[src/sv/mcw_pkg.sv]
// Package for the multi-channel watchdog: codes, widths, the channel table
// entry and the flag group passed from the channel evaluator to the top level.
// No dependencies.
package mcw_pkg;

	localparam int CHANNELS_DEF = 16;
	localparam int MASK_W       = 16;
	localparam int TMO_W        = 32;
	localparam int TICK_W       = 64;
	localparam int TOTAL_W      = 32;

	localparam logic [1:0] FN_REG  = 2'd0;
	localparam logic [1:0] FN_FEED = 2'd1;
	localparam logic [1:0] FN_TICK = 2'd2;

	localparam logic [1:0] STAT_OK       = 2'd0;
	localparam logic [1:0] STAT_NO_SPACE = 2'd1;
	localparam logic [1:0] STAT_NO_CHAN  = 2'd2;

	localparam logic [1:0] ACT_REBOOT  = 2'd0;
	localparam logic [1:0] ACT_PANIC   = 2'd1;
	localparam logic [1:0] ACT_RECOVER = 2'd2;
	localparam logic [1:0] ACT_NOTIFY  = 2'd3;

	localparam logic [1:0] MISS_LIMIT = 2'd3;
	localparam logic [1:0] MISS_WARN  = 2'd1;

	typedef struct packed {
		logic [TMO_W-1:0]  timeout;
		logic [TICK_W-1:0] last_fed;
		logic [1:0]        misses;
		logic [1:0]        action;
		logic              armed;
	} chan_entry_t;

	typedef struct packed {
		logic hl_we;
		logic hl_val;
		logic warn;
		logic fired;
		logic reboot;
		logic panic;
		logic recover;
	} eval_flags_t;

endpackage

[src/sv/mcw_if.sv]
// Valid/ready channel interfaces for the watchdog command and result streams.
// Depends on mcw_pkg for the field widths.
interface mcw_cmd_if import mcw_pkg::*; ();
	logic              valid;
	logic              ready;
	logic [1:0]        func;
	logic [3:0]        channel;
	logic [TMO_W-1:0]  timeout;
	logic [1:0]        action;

	modport source (output valid, func, channel, timeout, action, input ready);
	modport sink   (input valid, func, channel, timeout, action, output ready);
endinterface

interface mcw_res_if import mcw_pkg::*; ();
	logic               valid;
	logic               ready;
	logic [1:0]         status;
	logic [3:0]         assigned_channel;
	logic [MASK_W-1:0]  warn_mask;
	logic [MASK_W-1:0]  fired_mask;
	logic               reboot_request;
	logic               panic_request;
	logic [MASK_W-1:0]  unhealthy_mask;
	logic [TOTAL_W-1:0] reset_total;
	logic [TOTAL_W-1:0] recovery_total;

	modport source (output valid, status, assigned_channel, warn_mask, fired_mask,
		reboot_request, panic_request, unhealthy_mask, reset_total, recovery_total,
		input ready);
	modport sink   (input valid, status, assigned_channel, warn_mask, fired_mask,
		reboot_request, panic_request, unhealthy_mask, reset_total, recovery_total,
		output ready);
endinterface

[src/sv/mcw_eval.sv]
// Shared channel evaluator: one feed-age subtract and timeout compare, and the
// miss and action update of a single table entry. Depends on mcw_pkg.
module mcw_eval import mcw_pkg::*; (
	input  chan_entry_t       ent,
	input  logic [TICK_W-1:0] tick,
	input  logic              feed,
	output chan_entry_t       ent_out,
	output eval_flags_t       flags
);

	logic [TICK_W-1:0] age;
	logic              late;

	assign age  = tick - ent.last_fed;
	assign late = age > TICK_W'(ent.timeout);

	always_comb begin
		logic [1:0] m;
		m       = ent.misses;
		ent_out = ent;
		flags   = '0;
		if (feed) begin
			ent_out.misses   = 2'd0;
			ent_out.last_fed = tick;
			flags.hl_we      = 1'b1;
			flags.hl_val     = 1'b1;
		end else if (ent.armed && late) begin
			if (m < MISS_LIMIT) begin
				m = m + 2'd1;
			end
			flags.hl_we  = 1'b1;
			flags.hl_val = 1'b0;
			flags.warn   = (m == MISS_WARN);
			if (m == MISS_LIMIT) begin
				flags.fired = 1'b1;
				unique case (ent.action)
					ACT_RECOVER: begin
						m                = 2'd0;
						ent_out.last_fed = tick;
						flags.hl_val     = 1'b1;
						flags.recover    = 1'b1;
					end
					ACT_REBOOT: begin
						ent_out.armed = 1'b0;
						flags.reboot  = 1'b1;
					end
					ACT_PANIC: begin
						ent_out.armed = 1'b0;
						flags.panic   = 1'b1;
					end
					default: begin
						ent_out.armed = 1'b0;
					end
				endcase
			end
			ent_out.misses = m;
		end
	end

endmodule

[src/sv/multi_channel_watchdog.sv]
// Multi-channel watchdog: channel table in a single-port memory, swept by one
// shared evaluator. A register, rejected or unused-code item goes from idle straight
// to the finish state; a feed passes through one memory read and one evaluate/write state,
// a tick through both once per registered channel, before the result register loads. A new item is taken
// once the previous one has finished and the result register is free or draining.
// Asynchronous reset clears the tick, slot count and totals; the table is not cleared.
module multi_channel_watchdog import mcw_pkg::*; #(
	parameter int CHANNELS = CHANNELS_DEF
) (
	input logic   clk,
	input logic   arst_n,
	mcw_cmd_if.sink   cmd,
	mcw_res_if.source res
);

	localparam int SLOT_W = (CHANNELS > 1) ? $clog2(CHANNELS) : 1;
	localparam int CNT_W  = $clog2(CHANNELS + 1);

	localparam logic [1:0] S_IDLE  = 2'd0;
	localparam logic [1:0] S_READ  = 2'd1;
	localparam logic [1:0] S_CHECK = 2'd2;
	localparam logic [1:0] S_FIN   = 2'd3;

	logic [1:0]         st_q;
	logic [TICK_W-1:0]  tick_q;
	logic [CNT_W-1:0]   used_q;
	logic [SLOT_W-1:0]  idx_q;
	logic               is_tick_q;
	logic [TOTAL_W-1:0] resets_q;
	logic [TOTAL_W-1:0] recov_q;
	logic [1:0]         stat_q;
	logic [3:0]         asg_q;
	logic [MASK_W-1:0]  warn_q;
	logic [MASK_W-1:0]  fired_q;
	logic               reboot_q;
	logic               panic_q;
	logic [CHANNELS-1:0] healthy_q;
	chan_entry_t        chan_mem_q [CHANNELS];
	chan_entry_t        rd_q;

	logic               res_valid_q;
	logic [1:0]         o_stat_q;
	logic [3:0]         o_asg_q;
	logic [MASK_W-1:0]  o_warn_q;
	logic [MASK_W-1:0]  o_fired_q;
	logic               o_reboot_q;
	logic               o_panic_q;
	logic [MASK_W-1:0]  o_unh_q;
	logic [TOTAL_W-1:0] o_resets_q;
	logic [TOTAL_W-1:0] o_recov_q;

	logic               accept;
	logic               has_space;
	logic               feed_ok;
	logic               last_slot;
	logic [MASK_W-1:0]  bit_sel;
	logic [MASK_W-1:0]  unh_mask;
	chan_entry_t        ent_out;
	chan_entry_t        new_ent;
	eval_flags_t        flags;
	logic               mem_we;
	logic [SLOT_W-1:0]  mem_wa;
	chan_entry_t        mem_wd;

	assign cmd.ready = (st_q == S_IDLE) && (!res_valid_q || res.ready);
	assign accept    = cmd.valid && cmd.ready;
	assign has_space = int'(used_q) < CHANNELS;
	assign feed_ok   = int'(cmd.channel) < int'(used_q);
	assign last_slot = (CNT_W'(idx_q) + CNT_W'(1)) == used_q;
	assign bit_sel   = MASK_W'(1) << idx_q;

	mcw_eval u_eval (
		.ent     (rd_q),
		.tick    (tick_q),
		.feed    (!is_tick_q),
		.ent_out (ent_out),
		.flags   (flags)
	);

	always_comb begin
		new_ent.timeout  = cmd.timeout;
		new_ent.last_fed = tick_q;
		new_ent.misses   = 2'd0;
		new_ent.action   = cmd.action;
		new_ent.armed    = 1'b1;
		mem_we = (st_q == S_CHECK) || (accept && cmd.func == FN_REG && has_space);
		mem_wa = (st_q == S_CHECK) ? idx_q : SLOT_W'(used_q);
		mem_wd = (st_q == S_CHECK) ? ent_out : new_ent;
	end

	// Only registered slots below the fill count report as unhealthy.
	for (genvar b = 0; b < MASK_W; b++) begin : g_unh
		if (b < CHANNELS) begin : g_on
			assign unh_mask[b] = (b < int'(used_q)) && !healthy_q[b];
		end else begin : g_off
			assign unh_mask[b] = 1'b0;
		end
	end

	always_ff @(posedge clk) begin
		if (mem_we) begin
			chan_mem_q[mem_wa] <= mem_wd;
		end
		if (st_q == S_READ) begin
			rd_q <= chan_mem_q[idx_q];
		end
	end

	always_ff @(posedge clk) begin
		if (accept && cmd.func == FN_REG && has_space) begin
			healthy_q[SLOT_W'(used_q)] <= 1'b1;
		end else if (st_q == S_CHECK && flags.hl_we) begin
			healthy_q[idx_q] <= flags.hl_val;
		end
	end

	always_ff @(posedge clk or negedge arst_n) begin
		if (!arst_n) begin
			st_q      <= S_IDLE;
			tick_q    <= '0;
			used_q    <= '0;
			resets_q  <= '0;
			recov_q   <= '0;
			idx_q     <= '0;
			is_tick_q <= 1'b0;
		end else begin
			unique case (st_q)
				S_IDLE: begin
					if (accept) begin
						is_tick_q <= (cmd.func == FN_TICK);
						if (cmd.func == FN_FEED && feed_ok) begin
							idx_q <= SLOT_W'(cmd.channel);
							st_q  <= S_READ;
						end else begin
							idx_q <= '0;
							if (cmd.func == FN_TICK && used_q != '0) begin
								st_q <= S_READ;
							end else begin
								st_q <= S_FIN;
							end
						end
						if (cmd.func == FN_REG && has_space) begin
							used_q <= used_q + CNT_W'(1);
						end
						if (cmd.func == FN_TICK) begin
							tick_q <= tick_q + TICK_W'(1);
						end
					end
				end
				S_READ: begin
					st_q <= S_CHECK;
				end
				S_CHECK: begin
					if (is_tick_q) begin
						if (flags.reboot && resets_q != '1) begin
							resets_q <= resets_q + TOTAL_W'(1);
						end
						if (flags.recover && recov_q != '1) begin
							recov_q <= recov_q + TOTAL_W'(1);
						end
					end
					if (!is_tick_q || last_slot) begin
						st_q <= S_FIN;
					end else begin
						idx_q <= idx_q + SLOT_W'(1);
						st_q  <= S_READ;
					end
				end
				default: begin
					st_q <= S_IDLE;
				end
			endcase
		end
	end

	// Per-item result fields, collected while the item is worked on.
	always_ff @(posedge clk) begin
		if (accept) begin
			warn_q   <= '0;
			fired_q  <= '0;
			reboot_q <= 1'b0;
			panic_q  <= 1'b0;
			if (cmd.func == FN_REG && has_space) begin
				asg_q <= 4'(used_q);
			end else begin
				asg_q <= '0;
			end
			if (cmd.func == FN_REG && !has_space) begin
				stat_q <= STAT_NO_SPACE;
			end else if (cmd.func == FN_FEED && !feed_ok) begin
				stat_q <= STAT_NO_CHAN;
			end else begin
				stat_q <= STAT_OK;
			end
		end else if (st_q == S_CHECK && is_tick_q) begin
			if (flags.warn) begin
				warn_q <= warn_q | bit_sel;
			end
			if (flags.fired) begin
				fired_q <= fired_q | bit_sel;
			end
			reboot_q <= reboot_q | flags.reboot;
			panic_q  <= panic_q | flags.panic;
		end
	end

	always_ff @(posedge clk or negedge arst_n) begin
		if (!arst_n) begin
			res_valid_q <= 1'b0;
		end else if (st_q == S_FIN) begin
			res_valid_q <= 1'b1;
		end else if (res.ready) begin
			res_valid_q <= 1'b0;
		end
	end

	always_ff @(posedge clk) begin
		if (st_q == S_FIN) begin
			o_stat_q   <= stat_q;
			o_asg_q    <= asg_q;
			o_warn_q   <= warn_q;
			o_fired_q  <= fired_q;
			o_reboot_q <= reboot_q;
			o_panic_q  <= panic_q;
			o_unh_q    <= unh_mask;
			o_resets_q <= resets_q;
			o_recov_q  <= recov_q;
		end
	end

	assign res.valid            = res_valid_q;
	assign res.status           = o_stat_q;
	assign res.assigned_channel = o_asg_q;
	assign res.warn_mask        = o_warn_q;
	assign res.fired_mask       = o_fired_q;
	assign res.reboot_request   = o_reboot_q;
	assign res.panic_request    = o_panic_q;
	assign res.unhealthy_mask   = o_unh_q;
	assign res.reset_total      = o_resets_q;
	assign res.recovery_total   = o_recov_q;

`ifndef SYNTHESIS
	a_used_bound: assert property (@(posedge clk) disable iff (!arst_n)
		int'(used_q) <= CHANNELS)
		else $error("slot count exceeds the table size");

	a_ready_idle: assert property (@(posedge clk) disable iff (!arst_n)
		cmd.ready |-> (st_q == S_IDLE))
		else $error("command ready while an item is in progress");

	a_fin_loads: assert property (@(posedge clk) disable iff (!arst_n)
		(st_q == S_FIN) |=> res_valid_q)
		else $error("finished item produced no result");

	a_fin_free: assert property (@(posedge clk) disable iff (!arst_n)
		(st_q == S_FIN) |-> !res_valid_q)
		else $error("result register overwritten before transfer");

	a_reg_grow: assert property (@(posedge clk) disable iff (!arst_n)
		(accept && cmd.func == FN_REG && has_space) |=> used_q == $past(used_q) + CNT_W'(1))
		else $error("register did not take a slot");
`endif

endmodule
[src/flat_wrapper.sv]
// flat-port wrapper written by rule: the top's interface ports become plain ports
module multi_channel_watchdog_flat import mcw_pkg::*;
#(
	parameter int CHANNELS = CHANNELS_DEF
)
  (clk, arst_n, cmd_valid, cmd_func, cmd_channel, cmd_timeout, cmd_action, cmd_ready, res_valid, res_status, res_assigned_channel, res_warn_mask, res_fired_mask, res_reboot_request, res_panic_request, res_unhealthy_mask, res_reset_total, res_recovery_total, res_ready);
  mcw_cmd_if cmd_i ();
  mcw_res_if res_i ();
  input logic clk;
  input logic arst_n;
  input wire logic [$bits(cmd_i.valid)-1:0] cmd_valid;
  input wire logic [$bits(cmd_i.func)-1:0] cmd_func;
  input wire logic [$bits(cmd_i.channel)-1:0] cmd_channel;
  input wire logic [$bits(cmd_i.timeout)-1:0] cmd_timeout;
  input wire logic [$bits(cmd_i.action)-1:0] cmd_action;
  output wire logic [$bits(cmd_i.ready)-1:0] cmd_ready;
  output wire logic [$bits(res_i.valid)-1:0] res_valid;
  output wire logic [$bits(res_i.status)-1:0] res_status;
  output wire logic [$bits(res_i.assigned_channel)-1:0] res_assigned_channel;
  output wire logic [$bits(res_i.warn_mask)-1:0] res_warn_mask;
  output wire logic [$bits(res_i.fired_mask)-1:0] res_fired_mask;
  output wire logic [$bits(res_i.reboot_request)-1:0] res_reboot_request;
  output wire logic [$bits(res_i.panic_request)-1:0] res_panic_request;
  output wire logic [$bits(res_i.unhealthy_mask)-1:0] res_unhealthy_mask;
  output wire logic [$bits(res_i.reset_total)-1:0] res_reset_total;
  output wire logic [$bits(res_i.recovery_total)-1:0] res_recovery_total;
  input wire logic [$bits(res_i.ready)-1:0] res_ready;
  assign cmd_i.valid = cmd_valid;
  assign cmd_i.func = cmd_func;
  assign cmd_i.channel = cmd_channel;
  assign cmd_i.timeout = cmd_timeout;
  assign cmd_i.action = cmd_action;
  assign cmd_ready = cmd_i.ready;
  assign res_valid = res_i.valid;
  assign res_status = res_i.status;
  assign res_assigned_channel = res_i.assigned_channel;
  assign res_warn_mask = res_i.warn_mask;
  assign res_fired_mask = res_i.fired_mask;
  assign res_reboot_request = res_i.reboot_request;
  assign res_panic_request = res_i.panic_request;
  assign res_unhealthy_mask = res_i.unhealthy_mask;
  assign res_reset_total = res_i.reset_total;
  assign res_recovery_total = res_i.recovery_total;
  assign res_i.ready = res_ready;
  multi_channel_watchdog #(.CHANNELS(CHANNELS)) u_core (.clk(clk), .arst_n(arst_n), .cmd(cmd_i), .res(res_i));
endmodule
[config.mk]
export PLATFORM = sky130hd
export DESIGN_NAME = multi_channel_watchdog_flat
export DESIGN_NICKNAME = d
export VERILOG_FILES = /design/src/sv/mcw_pkg.sv /design/src/sv/mcw_if.sv /design/src/sv/mcw_eval.sv /design/src/sv/multi_channel_watchdog.sv /design/src/flat_wrapper.sv
export SDC_FILE = /design/constraint.sdc
export NUM_CORES = 2
export LEC_CHECK = 0
export BUFFER_PORTS_ARGS = -buffer_cell sky130_fd_sc_hd__buf_2
export CORE_MARGIN = 4
export CORE_UTILIZATION = 55
export DETAILED_ROUTE_END_ITERATION = 7
export GPL_ROUTABILITY_DRIVEN = 1
export PLACE_DENSITY_LB_ADDON = 0.12
export SLEW_MARGIN = 0
export SYNTH_ARGS = -nofsm -noshare
export SYNTH_HDL_FRONTEND = slang
export SYNTH_SLANG_ARGS = --single-unit
[constraint.sdc]
create_clock -name clk -period 12.12 [get_ports clk]
set_input_delay 2.424 -clock clk [delete_from_list [all_inputs] [get_ports clk]]
set_output_delay 2.424 -clock clk [all_outputs]
set_load 0.05 [all_outputs]
==> impl_metrics.prom <==
# TYPE chip_impl_metric gauge
chip_impl_info{name="run_status",value="finished, final reports clean"} 1
chip_impl_metric{name="yosys_warnings",unit=""} 0
chip_impl_info{name="crit_type",value="flip-flop to flip-flop"} 1
chip_impl_metric{name="yosys_register_bits",unit=""} 2034
chip_impl_metric{name="gpl.final_weighted_congestion",unit=""} 0.937
chip_impl_info{name="yosys-top-cells-count",value="sky130_fd_sc_hd__edfxtp_1, sky130_fd_sc_hd__mux4_2, sky130_fd_sc_hd__nand2_1"} 1
chip_impl_metric{name="timing.critical_path.arrival",unit="ps"} 9290
chip_impl_info{name="largest_family_of_logic_cells_by_synthesized_area",value="multiplexers"} 1
chip_impl_metric{name="worstPathMaxFanout",unit=""} 43
chip_impl_metric{name="die_area",unit="µm²"} 157000
chip_impl_metric{name="avgViaCountPerCell",unit=""} 6.26
chip_impl_metric{name="max-clock-path-buffers",unit=""} 3
chip_impl_metric{name="post_synth_xor_area_fraction",unit="%"} 1.82
chip_impl_metric{name="period_share",unit="%"} 72.8
chip_impl_metric{name="worstSkewPairLatency",unit="ps"} 840
chip_impl_metric{name="layout.nets",unit=""} 4975
chip_impl_metric{name="ant_nets",unit=""} 0
chip_impl_info{name="critical_path.most_common_cell",value="sky130_fd_sc_hd__nor2_1"} 1
chip_impl_metric{name="synth_compound_gate_area_share",unit="%"} 4.00
chip_impl_info{name="critical_path.slowest_cell",value="sky130_fd_sc_hd__o21ai_1"} 1
chip_impl_metric{name="tritoncts.num_buffers",unit=""} 198
chip_impl_metric{name="mappedNetlistNets",unit=""} 4716
chip_impl_metric{name="global_route.overflow_total",unit=""} 0
chip_impl_metric{name="synth-seq-area-share",unit="%"} 72.3
chip_impl_metric{name="worst_ep_required_time",unit="ps"} 12580
chip_impl_metric{name="buffer_ports.inserted",unit=""} 165
chip_impl_info{name="cts.root.buffer_cell",value="sky130_fd_sc_hd__clkbuf_16"} 1
chip_impl_metric{name="layout-area-overhead-vs-synth",unit="%"} 12.5
chip_impl_info{name="setup.worst_path.end_class",value="flip-flop"} 1
chip_impl_metric{name="synthesis.area",unit="µm²"} 83000
chip_impl_info{name="cell_with_the_most_instances_after_synthesis",value="sky130_fd_sc_hd__edfxtp_1"} 1
chip_impl_metric{name="timing.max_slew.rel_slack",unit="%"} 23.7
chip_impl_metric{name="fmax",unit="GHz"} 0.113
chip_impl_metric{name="cts_post_setup_buffers_inserted",unit=""} 0
chip_impl_metric{name="grtUsageTotal",unit="%"} 25.2
chip_impl_metric{name="htree_num_levels",unit=""} 4
chip_impl_metric{name="postSynthCellCount",unit=""} 4560
chip_impl_metric{name="worst_pin_slew",unit="ps"} 1130
chip_impl_metric{name="global_route_wire_length_before_repair",unit="µm"} 291000
chip_impl_metric{name="core",unit="µm²"} 150000
chip_impl_metric{name="final_area",unit="µm²"} 93400
chip_impl_metric{name="final_layout_size_suffix_gt1_share",unit="%"} 22.7
chip_impl_metric{name="floorplan.die.height",unit="µm"} 397
chip_impl_metric{name="postCtsHoldBufs",unit=""} 0
chip_impl_info{name="startpoint_type",value="flip-flop"} 1
chip_impl_metric{name="finalHoldWorstSlack",unit="ps"} 420
chip_impl_metric{name="worst_ir_drop_vdd",unit="µV"} 220
chip_impl_metric{name="adder_cell_share_of_the_synthesized_area",unit="%"} 1.70
chip_impl_metric{name="post_cts.resized_instances",unit=""} 0
chip_impl_metric{name="cap_viol_max_count",unit=""} 0
chip_impl_metric{name="totalPowerFinal",unit="mW"} 21.5
chip_impl_metric{name="p_leak",unit="nW"} 31.5
chip_impl_metric{name="setup_viol",unit=""} 0
chip_impl_info{name="synth_area_leaders",value="sky130_fd_sc_hd__edfxtp_1, sky130_fd_sc_hd__mux4_2, sky130_fd_sc_hd__dfrtp_1"} 1
chip_impl_metric{name="post-route-min-period",unit="ps"} 8830
chip_impl_info{name="main_flop_type_after_synthesis",value="sky130_fd_sc_hd__edfxtp_1"} 1
chip_impl_metric{name="clk_transition_reported_paths",unit="ps"} 60
chip_impl_metric{name="synthSimpleGateAreaFrac",unit="%"} 4.63
chip_impl_metric{name="drt-initial-drc-count",unit=""} 4708
chip_impl_metric{name="avgSynthCellArea",unit="µm²"} 18.2
chip_impl_metric{name="synth_enable_flop_cells",unit=""} 1859
chip_impl_metric{name="routed-via-count",unit=""} 43800
chip_impl_metric{name="skew",unit="ps"} 50.0
chip_impl_metric{name="finalWirelength",unit="µm"} 196000
chip_impl_metric{name="hpwl",unit="µm"} 105000
chip_impl_metric{name="core.rowCount",unit=""} 142
chip_impl_metric{name="final-hold-violation-count",unit=""} 0
chip_impl_metric{name="yosys.cell_types.count",unit=""} 82
chip_impl_metric{name="synth_async_sr_flop_share",unit="%"} 6.93
chip_impl_metric{name="die_width",unit="µm"} 397
chip_impl_metric{name="drt_pass1_iterations",unit=""} 5
chip_impl_info{name="tritoncts",value="done"} 1
chip_impl_metric{name="power_density",unit="nW/µm²"} 230
chip_impl_metric{name="boundaryPins",unit=""} 166
chip_impl_metric{name="clock_sinks",unit=""} 2034
chip_impl_metric{name="yosys.area.top_type_share",unit="%"} 67.2
chip_impl_metric{name="starting_density_of_the_core",unit="%"} 55.4
chip_impl_metric{name="timing_max_transition_violations_final",unit=""} 0
chip_impl_metric{name="synth.area.mux_share",unit="%"} 13.9
chip_impl_info{name="yosysTopAreaCell",value="sky130_fd_sc_hd__edfxtp_1"} 1
chip_impl_metric{name="grt_max_degree",unit=""} 146
chip_impl_metric{name="drc",unit=""} 0
chip_impl_info{name="grt_setup_unrepaired",value="no"} 1
chip_impl_metric{name="grt_pass1_vias",unit=""} 43600
chip_impl_metric{name="grt_antenna_before_repair",unit=""} 5
chip_impl_metric{name="postLayoutCoreUtil",unit="%"} 62.3
chip_impl_metric{name="post_drt_wl_per_cell",unit="µm"} 28.0
chip_impl_metric{name="dpl-instance-area",unit="µm²"} 86700
chip_impl_info{name="min_path_type",value="flip-flop to flip-flop"} 1
chip_impl_metric{name="setup_total_negative_slack",unit="ps"} 0
chip_impl_metric{name="timing.critical_path.slowest_cell_delay",unit="ps"} 840
[sequential cells by signal (all words and copies together) (netlist names), 32 cells and up]
name / cells
u_core.rd_q: 101
u_core.res.reset_total: 32
u_core.tick_q: 64
u_core.chan_mem_q: 1616
u_core.resets_q: 32
u_core.res.recovery_total: 32
u_core.recov_q: 32
[worst max-delay path, delay by kind of cell, from the launching register on]
family	cells	cell delay, ps
compound gates	9	3650
xor+xnor	1	170
fa+ha+maj	3	910
buf+inv	3	550
flops	1	410
simple gates	10	2680
[cell families (layout without fill, tap and decap cells)]
logic type	after synthesis	in the layout
DFF	2034	2034
and+or+nand+nor	819	819
AOI/OAI and AO/OA	543	543
muxes	516	516
buffers and inverters	363	790
xor gates and xnor gates	173	173
adders and majority gates	112	112
other	0	1
[where the power goes]
| group | internal, mW | leakage, nW | switching [mW] |
|---|---|---|---|
| clock network | 3.64 | 3.25 | 2.60 |
| registers | 8.91 | 19.1 | 0.284 |
| logic | 2.39 | 9.16 | 3.69 |
[placed cells by master, fill, tap and decap left out, types with 99 or more instances in the layout]
cell type                   instances
sky130_fd_sc_hd__xnor2_1           99
sky130_fd_sc_hd__a21oi_1          142
sky130_fd_sc_hd__o21ai_0          163
sky130_fd_sc_hd__mux4_2           505
sky130_fd_sc_hd__inv_1            138
sky130_fd_sc_hd__buf_2            164
sky130_fd_sc_hd__nand2_1          309
sky130_fd_sc_hd__edfxtp_1        1859
sky130_fd_sc_hd__clkbuf_16        201
sky130_fd_sc_hd__nor2_1           155
sky130_fd_sc_hd__dfrtp_1          138
sky130_fd_sc_hd__buf_4            104
sky130_fd_sc_hd__ha_1             111
[per-stage QoR]
step	setup slack (ps)	cells
after floorplan	3000	4560
after global routing	2720	7003
after detailed placement	3000	6635
after global placement	3350	6635
final	3290	7004
after CTS	2940	7003
[final cells by class]
type	instances	area, µm²
Timing Repair Buffer	283	1890
Inverter	139	529
Tap cell	2016	2520
Multi-Input combinational cell	2163	21700
Sequential cell	2034	60000
Clock buffer	240	5240
Antenna cell	1	2.50
Fill cell	10600	56500
Clock inverter	128	1440
[path summary, 6_finish.rpt]
kind,slack (ps),from,end,cells after the start
setup / recovery,3290,u_core.tick_q[0]$_DFFE_PN0P_,u_core.chan_mem_q[12][43]$_DFFE_PP_,26
hold reg to reg,420,u_core.stat_q[1]$_SDFFCE_PP0P_,u_core.res.status[1]$_DFFE_PP_,0
setup reg to reg,3290,u_core.tick_q[0]$_DFFE_PN0P_,u_core.chan_mem_q[12][43]$_DFFE_PP_,26
min in group asynchronous,1670,arst_n,u_core.used_q[4]$_DFFE_PN0P_,1
hold / removal,420,u_core.stat_q[1]$_SDFFCE_PP0P_,u_core.res.status[1]$_DFFE_PP_,0
max in group asynchronous,9040,arst_n,u_core.recov_q[11]$_DFFE_PN0P_,2
[layer usage]
layer | vias to the layer above | global-route usage, % | routed length [µm]
met2 | 1882 | 40.1 | 94800
met1 | 22800 | 36.5 | 81500
met3 | 297 | 4.24 | 15000
met5 | - | 0 | 0
li1 | 18900 | - | -
met4 | 0 | 7.19 | 4990
Note: power is estimated with default switching activity, not from simulation.
